[src/design/buddy_block_allocator_core_defines.svh]
// assertion macros used by the allocator core
`ifndef BUDDY_BLOCK_ALLOCATOR_CORE_DEFINES_SVH
`define BUDDY_BLOCK_ALLOCATOR_CORE_DEFINES_SVH

// same-cycle implication
`define BBA_ASSERT_NOW(lbl, clk, rst, ante, cons, msg) \
  lbl: assert property (@(posedge clk) disable iff (rst) (ante) |-> (cons)) \
    else $error(msg);

// next-cycle implication
`define BBA_ASSERT_NEXT(lbl, clk, rst, ante, cons, msg) \
  lbl: assert property (@(posedge clk) disable iff (rst) (ante) |=> (cons)) \
    else $error(msg);

`endif

[src/design/bba_heads.sv]
// free list head table, one entry per order, with a bulk clear
module bba_heads #(
  parameter int ORDER_COUNT  = 16,
  parameter int REGION_UNITS = 131072
) (
  input  logic                                  clk,
  input  logic                                  clear,
  input  logic                                  wr_en,
  input  logic [$clog2(ORDER_COUNT)-1:0]        wr_k,
  input  logic [$clog2(REGION_UNITS+1)-1:0]     wr_data,
  input  logic [$clog2(ORDER_COUNT)-1:0]        rd_k,
  output logic [$clog2(REGION_UNITS+1)-1:0]     rd_data
);
  localparam int LINK_W = $clog2(REGION_UNITS + 1);
  localparam logic [LINK_W-1:0] NIL = LINK_W'(REGION_UNITS);

  logic [LINK_W-1:0] heads [ORDER_COUNT];

  // clear wins over a write
  always_ff @(posedge clk) begin
    if (clear) begin
      for (int i = 0; i < ORDER_COUNT; i++) heads[i] <= NIL;
    end else if (wr_en) begin
      heads[wr_k] <= wr_data;
    end
  end

  assign rd_data = heads[rd_k];
endmodule

[config.mk]
export PLATFORM = sky130hd
export DESIGN_NAME = bba_heads
export DESIGN_NICKNAME = d
export VERILOG_FILES = /design/src/design/buddy_block_allocator_core_defines.svh /design/src/design/bba_heads.sv
export SDC_FILE = /design/constraint.sdc
export NUM_CORES = 1
export LEC_CHECK = 0
export BUFFER_PORTS_ARGS = -buffer_cell sky130_fd_sc_hd__buf_4
export CAP_MARGIN = 5
export CORE_MARGIN = 4
export CORE_UTILIZATION = 67
export DETAILED_ROUTE_END_ITERATION = 12
export PLACE_DENSITY_LB_ADDON = 0.3
export SYNTH_ARGS = -nofsm -noshare
export SYNTH_HDL_FRONTEND = slang
export SYNTH_SLANG_ARGS = --single-unit
[constraint.sdc]
create_clock -name clk -period 3.1 [get_ports clk]
set_input_delay 0.155 -clock clk [delete_from_list [all_inputs] [get_ports clk]]
set_output_delay 0.155 -clock clk [all_outputs]
set_load 0.02 [all_outputs]
; Word level (Yosys, flattened, before mapping)
; Memories as Yosys holds them, arrays and structs flattened.
; Cells that the tools add are included.
[word_totals]
ff_bits = 0
mem_bits_ro = 0
ram_bits = 288
n_memories = 1
inputBits = 29
latch_bits = 0
[memory_table]
columns = memory, words, word_bits, read_ports, rd_clocked_by_memory_dff, wr, line_no
row1 = heads, 16, 18, 1, 0, 16, bba_heads.sv:17  ; logic [LINK_W-1:0] heads [ORDER_COUNT];
[classes]
shifts = 0
div_mod_pow = 0
addsub = 0
n_mux = 8
n_reduce_logical = 1
eq_ne = 0
bitwise_logic = 0
n_mul = 0
n_lt_le_gt_ge = 0
[op_table]
columns = op, n
row1 = $mux W18, 1
row2 = $reduce_or A18 Y1, 1
row3 = $mux W1, 6
row4 = $mux W4, 1

; Logic depth before layout (Yosys ltp)
; Gate-level depths: netlist of the first run.
[depth]
word_depth = 5
depth_mapped = 5

; Worst setup path before layout of the first run
; No wires, ideal clock.
[synth_timing]
kind = input-to-output
start = in rd_k[0]
end = out rd_data[10]
path_stages = 5
n_path_buf = 2
slack_ps = 1330
t_arrival_ps = 1615
required_time_ps = 2945
path_cell_list = clkbuf_1 buf_2 mux4_2 a22oi_1 nand2_1
[synth_between]
elab_chain_cells = 1
[synth_lines]
columns = item, line_no
row1 = start: declaration, bba_heads.sv:11  ; input logic [$clog2(ORDER_COUNT)-1:0] rd_k,
row2 = $mem_v2 Z16 W18, n/a
row3 = end: declaration, bba_heads.sv:12  ; output logic [$clog2(REGION_UNITS+1)-1:0] rd_data
; Every way passes these cells.

; Worst setup path in the final report of the first run
[layout_timing]
start = mem heads[10][15] (netlist name)
end = out rd_data[15]
[layout_between]
elab_chain_cells = 1
[layout_lines]
columns = item, line_no
row1 = start: declaration, bba_heads.sv:17
row2 = $mem_v2 Z16 W18, n/a
; Every way passes these cells.

==> results.tsv, run 1 <==
stage	metric	value	unit
outcome	status	finished clean	
worst_setup_path	Crit path buffers/inverters	1	
global_routing	Total GRT Usage	27.4	%
die	Boundary Pins	47	
sta	Slew HR	38.2	%
synth	flops & latches, synth	288	
clock_network	clk buf depth	3	
routing	1st-pass router iterations	5	
routing	WL/cell	25.6	um
sta	max-slew violations	0	
die	core area	18800	sq um
pwr	P_leak	5.04	nW
routing	DR iter-0 viols	871	
finish	post-route insts no fill	1124	
finish	share of layout cells above drive strength 1	22.9	%
die	Initial Util	68.7	%
worst_setup_path	Top Family by Delay on Critical Path	multiplexers	
global_routing	initial antenna violation count	0	
synth	post-synth top area cell	edfxtp_1	
hold_path	hold path startpoint	wr_data[6]	
die	Die Span Y	147	um
routing	number of remaining DRC errors	0	
sta	unrepaired setup endpoints after global routing	no	
clock_network	clk slew on worst S/H paths	0.06	ns
routing	met2 WL post-DR	14700	um
finish	Inserted Diodes	0	
synth	Mapped Avg Cell Area	16.1	sq um
worst_setup_path	Worst setup endpoint	rd_data[15]	
worst_setup_path	CP Depth	4	
placement	placed cell count	1072	
pwr	VDD IR-drop max	0.562	mV
finish	register with the most flip-flops	heads	
finish	count of nets after finishing	872	
placement	gpl congestion	0.799	
worst_setup_path	Slowest cell on crit path	mux4_2	
hold_path	class of the worst hold path	in -> reg	
sta	Setup TNS	0	ns
synth	syn_nets	834	
placement	Post-DP HPWL	17600	um
worst_setup_path	crit path max fanout	1	
synth	Yosys cell types	20	
clock_network	H-tree levels	1	
synth	Synth top area share	66.8	%
sta	minimum clock period	2.26	ns
clock_network	postcts setup bufs	0	
worst_setup_path	Critical Path Sink Type	primary output	
worst_setup_path	Setup crit start kind	register	
die	# rows	50	
finish	Largest regs	heads: 288 flops	
synth	top_reg_cell synth	edfxtp_1	
sta	hold_ws	0.0197	ns
placement	dpl ws	0.715	ns
clock_network	root buffer cell	clkbuf_16	
synth	YS warnings	0	
clock_network	# clock sinks	288	
die	die width	147	um
synth	Synth Instances	805	
synth	Synth top cells by count	edfxtp_1 (288), and2_1 (273), mux4_2 (72)	
global_routing	vias in the first global route	7590	
sta	Tightest Pin Transition	0.927	ns
synth	most frequent cell after synthesis	edfxtp_1	
clock_network	CTS tree	yes	
worst_setup_path	Critical Path RT	2.94	ns
routing	met3 wire len	2700	um
synth	Post-synth EDFFs	288	
sta	final setup violating endpoints	0	
finish	P&R area growth vs syn	11.2	%
routing	via count	7215	
placement	# port buffers	46	
global_routing	largest net degree at the start of global routing	39	
finish	max FFs per register	288	
routing	vias per inst	6.42	
routing	M1 WL	10600	um
worst_setup_path	CP startpoint	heads[10][15]$_SDFFCE_PN0P_	
flow_run	MaxCap Viol Count	0	
synth	post-synthesis sequential area ratio	66.8	%
worst_setup_path	CP Cell Sequence	mux4_2 > a22oi_1 > nand2_1 > buf_4	
sta	Final Hold Viols	0	
worst_setup_path	CP max stage delay	0.46	ns
pwr	Cell Pwr Density	579	nW/um^2
global_routing	first-pass GRT wire length	44600	um
synth	synthesized area	12900	sq um
routing	routed wire length	28800	um
synth	ys async rst share	0	%
sta	Tcrit/Tclk final	72.8	%
sta	PnR worst setup slack	0.842	ns
sta	Fmax achieved	443	MHz
synth	largest cells by area after synthesis	edfxtp_1 (67%), and2_1 (13%), mux4_2 (13%)	
clock_network	CTS buffer count	28	
worst_setup_path	Setup CP Type	reg -> out	
die	DIE AREA	21600	sq um
pwr	Power, Total	8.33	mW
global_routing	grt total ovfl	0	
routing	Highest Signal Layer	met4	
routing	Detail Route Antenna Nets	0	
worst_setup_path	Worst Path Arrival	2.10	ns
## through the flow
stage	util (%)	cell area, sq um
2_1_floorplan	-	12900
3_3_place_gp	72.0	13600
3_5_place_dp	72.0	13600
4_1_cts	76.4	14400
5_1_grt	76.4	14400
6_report	76.4	14400
## worst min-delay path by stage
| stage | to | slack (ns) | cells after the start |
|---|---|---|---|
| 2_1_floorplan | heads[1][17]$_SDFFCE_PN1P_ | 0.33 | 1 |
| 3_3_place_gp | heads[4][17]$_SDFFCE_PN1P_ | 0.53 | 2 |
| 3_5_place_dp | heads[4][17]$_SDFFCE_PN1P_ | 0.54 | 2 |
| 4_1_cts | heads[11][6]$_SDFFCE_PN0P_ | 0.009 | 2 |
| 5_1_grt | heads[15][6]$_SDFFCE_PN0P_ | 0.03 | 2 |
| 6_report | heads[11][6]$_SDFFCE_PN0P_ | 0.02 | 2 |
## cell families after synthesis
logic type,after synthesis,share of synthesized area (%)
AND/OR/NAND/NOR,349,16.7
flip-flops,288,66.8
AO/OA/AOI/OAI,36,2.09
buffers and inverters,60,1.83
multiplexers,72,12.5
## repair_timing
item | in CTS | in global routing
endpoints found under the setup margin | 0 | 0
hold endpoints to repair | 4 | 0
hold buffers | 1 | 0
gates resized for setup | 0 | 0
## power by group
part | internal (mW) | switching, mW
combinational | 0.285 | 0.406
clock | 1.68 | 1.39
sequential | 4.50 | 0.0649
## metal layers
| layer | vias up | global-route usage [%] |
|---|---|---|
| met5 | - | 0 |
| met3 | 79 | 4.57 |
| met2 | 396 | 45.7 |
| li1 | 3070 | - |
| met1 | 3670 | 38.0 |
| met4 | 0 | 8.29 |
## cell type report
cell class	instances	area, sq um
Sequential cell	288	8650
Tap cell	260	325
Fill cell	1029	4450
Timing Repair Buffer	68	538
Multi-Input combinational cell	457	4060
Clock inverter	20	83.8
Clock buffer	31	733
## layout by cell type (no fill, tap or decap), drive strengths merged
cell type,count
and2,273
mux4,72
nand2,19
or3,12
nand4b,1
or2,16
clkinv,20
nand4bb,2
nand2b,6
nor2,13
dlygate4sd3,1
edfxtp,288
a22oi,36
nor3,4
clkbuf,31
nor2b,2
buf,67
or4b,1
Power figures use the tool's default switching activity.
==> run 2, diff against run 1 <==
--- a/config.mk
+++ b/config.mk
@@ -5,10 +5,11 @@
 export SDC_FILE = /design/constraint.sdc
 export NUM_CORES = 1
 export LEC_CHECK = 0
+export ABC_AREA = 1
 export BUFFER_PORTS_ARGS = -buffer_cell sky130_fd_sc_hd__buf_4
 export CAP_MARGIN = 5
 export CORE_MARGIN = 4
-export CORE_UTILIZATION = 67
+export CORE_UTILIZATION = 56
 export DETAILED_ROUTE_END_ITERATION = 12
 export PLACE_DENSITY_LB_ADDON = 0.3
 export SYNTH_ARGS = -nofsm -noshare
==> constraint.sdc (replaced) <==
create_clock -name clk -period 1.9 [get_ports clk]
set_input_delay 0.095 -clock clk [delete_from_list [all_inputs] [get_ports clk]]
set_output_delay 0.095 -clock clk [all_outputs]
set_load 0.02 [all_outputs]
==> results.tsv, run 2 <==
stage	metric	value	unit	change
synth	post-synthesis sequential area ratio	62.5	%	-4.3 points
worst_setup_path	CP startpoint	heads[1][15]$_SDFFCE_PN0P_		
synth	Yosys cell types	14		-30%
routing	M1 WL	13700	um	+29%
global_routing	initial antenna violation count	0		unchanged
die	Initial Util	56.9	%	-12 points
routing	Highest Signal Layer	met4		
pwr	Comb pwr share	9.8	%	+1.5 points
routing	routed wire length	34200	um	+19%
pwr	Cell Pwr Density	942	nW/um^2	+63%
routing	DR iter-0 viols	1257		+44%
finish	leading cell type in the layout, fill and taps excluded	nand2_1		
finish	post-route insts no fill	1963		+75%
pwr	Seq pwr share	49.9	%	-5.0 points
synth	Synth top cells by count	nand2_1 (403), edfxtp_1 (288), nor2_1 (283)		
synth	most frequent cell after synthesis	nand2_1		
global_routing	largest net degree at the start of global routing	71		+82%
clock_network	clk buf depth	3		unchanged
finish	register with the most flip-flops	heads		
global_routing	vias in the first global route	10300		+36%
global_routing	grt total ovfl	0		unchanged
die	# rows	57		+14%
clock_network	root buffer cell	clkbuf_16		
sta	max-slew violations	0		unchanged
pwr	VDD IR-drop max	0.773	mV	+38%
pwr	P_leak	7.25	nW	+44%
finish	count of nets after finishing	1644		+89%
worst_setup_path	crit path max fanout	1		unchanged
routing	WL/cell	17.4	um	-32%
finish	max FFs per register	288		unchanged
clock_network	clk slew on worst S/H paths	0.06	ns	about the same
routing	number of remaining DRC errors	0		unchanged
pwr	Int Power	11.4	mW	+77%
finish	share of layout cells above drive strength 1	10.8	%	-12 points
synth	flops & latches, synth	288		unchanged
sta	Tcrit/Tclk final	91.8	%	
synth	Mapped Avg Cell Area	8.88	sq um	-45%
routing	Detail Route Antenna Nets	0		unchanged
synth	post-synth top area cell	edfxtp_1		
worst_setup_path	Worst Path Arrival	1.65	ns	-0.45 ns
hold_path	class of the worst hold path	in -> reg		
worst_setup_path	Critical Path RT	1.80	ns	-1.14 ns
synth	ys async rst share	0	%	unchanged
synth	synthesized area	13800	sq um	+6.9%
placement	placed cell count	1905		+78%
synth	largest cells by area after synthesis	edfxtp_1 (63%), nand2_1 (11%), nand3_1 (8.2%)		
finish	Inserted Diodes	0		unchanged
finish	P&R area growth vs syn	14.4	%	
flow_run	MaxCap Viol Count	0		unchanged
clock_network	CTS tree	yes		
routing	met2 WL post-DR	16200	um	+10%
routing	vias per inst	5.35		-17%
sta	Tightest Pin Transition	0.811	ns	-0.116 ns
synth	YS warnings	0		unchanged
hold_path	hold path startpoint	wr_k[1]		
sta	Setup TNS	0	ns	unchanged
sta	PnR worst setup slack	0.155	ns	-0.687 ns
finish	Largest regs	heads: 288 flops		
die	die width	165	um	+12%
sta	unrepaired setup endpoints after global routing	no		
worst_setup_path	Critical Path Sink Type	primary output		
worst_setup_path	CP Cell Sequence	inv_1 > nand2_1 > nand3_1 > nand3_1 > nand3_1 > nand2_1 > buf_4		
die	Die Span Y	165	um	+12%
sta	Slew HR	45.9	%	+7.7 points
pwr	sw power	3.47	mW	+87%
die	core area	24300	sq um	+29%
die	DIE AREA	27300	sq um	+26%
placement	dpl ws	0.294	ns	-0.421 ns
placement	# port buffers	46		unchanged
placement	Post-DP HPWL	21500	um	+22%
finish	fillcell total	1916		+86%
sta	hold_ws	0.0164	ns	-0.00327 ns
sta	minimum clock period	1.74	ns	
synth	Synth top area share	62.5	%	-4.3 points
synth	syn_nets	1587		+90%
pwr	clock share of power	40.3	%	+3.5 points
routing	1st-pass router iterations	6		+1
clock_network	# clock sinks	288		unchanged
clock_network	H-tree levels	1		unchanged
sta	Final Hold Viols	0		unchanged
sta	Fmax achieved	573	MHz	
synth	Post-synth EDFFs	288		unchanged
die	Boundary Pins	47		unchanged
outcome	status	finished clean		
worst_setup_path	Critical Path Most Common Cell	nand3_1		
worst_setup_path	Slowest cell on crit path	edfxtp_1		
worst_setup_path	Setup crit start kind	register		
sta	final setup violating endpoints	0		unchanged
finish	most frequent cells in the layout	nand2_1 (403), edfxtp_1 (288), nor2_1 (283)		
worst_setup_path	CP max stage delay	0.36	ns	-0.10 ns
global_routing	first-pass GRT wire length	54400	um	+22%
placement	gpl congestion	0.907		+14%
pwr	switch share	23.3	%	+0.97 points
synth	Synth Instances	1558		+94%
clock_network	CTS buffer count	30		+7.1%
routing	via count	10500		+46%
clock_network	postcts setup bufs	0		unchanged
routing	met3 wire len	2990	um	+11%
synth	top_reg_cell synth	edfxtp_1		
worst_setup_path	Setup CP Type	reg -> out		
global_routing	Total GRT Usage	25.7	%	-1.7 points
run 2: cell types whose count changed after synthesis, sizes merged, moves of 16 or more:
cell,delta
buf,+28
nand3,+226
or2,-16
nand2,+393
mux4,-72
and2,-273
a22oi,-36
nor2,+270
inv,+254
run 2: critical path, delay by kind of cell (launching register included):
kind                   cells  cell delay (ns)
buffers and inverters      2             0.24
and+or+nand+nor            5             0.50
DFF                        1             0.36
run 2: cell families after synthesis:
| group | Yosys count | share of synthesized area, % |
|---|---|---|
| flops | 288 | 62.5 |
| buf+inv | 347 | 10.0 |
| simple gates | 923 | 27.4 |
run 2: worst paths after layout:
path	endpoint	slack [ns]	depth (start not counted)
worst min-delay path	heads[0][17]$_SDFFCE_PN1P_	0.02	5
worst max-delay path	rd_data[15]	0.16	7
run 2: repair_timing:
item,in CTS,in global routing
resized for setup,0,0
endpoints found under the hold margin,2,0
hold buffers,2,0
run 2: area by class of cell:
cell class | count | area (sq um) | area share, %
clock inverter | 19 | 213 | 1.34
sequential | 288 | 8650 | 54.7
inverter | 256 | 963 | 6.09
tap | 324 | 405 | 2.56
clock buffer | 37 | 798 | 5.04
timing repair buffer | 116 | 1000 | 6.33
multi-input combinational | 923 | 3790 | 24.0
run 2: power by group through the flow:
stage	clock network, mW	logic [mW]	registers, mW
6_report	6.02	1.46	7.44
5_1_grt	6.38	1.61	7.47
4_1_cts	6.08	1.45	7.44
3_5_place_dp	0	1.44	7.57
3_3_place_gp	0	1.42	7.56
2_1_floorplan	0	0.886	7.55
run 2: routing by layer:
layer  track usage (%)  vias up
met5                 0        -
met4              10.0        0
met3              3.20      105
met2              41.6      521
met1              35.7     4881
li1                  -     4999
run 2: per-stage QoR:
| stage | util [%] | power (mW) | instance area (sq um) |
|---|---|---|---|
| 2_1_floorplan | - | 8.43 | 13800 |
| 3_3_place_gp | 60.8 | 8.97 | 14800 |
| 3_5_place_dp | 60.8 | 9.02 | 14800 |
| 4_1_cts | 65.1 | 15.0 | 15800 |
| 5_1_grt | 65.1 | 15.5 | 15800 |
| 6_report | 65.1 | 14.9 | 15800 |
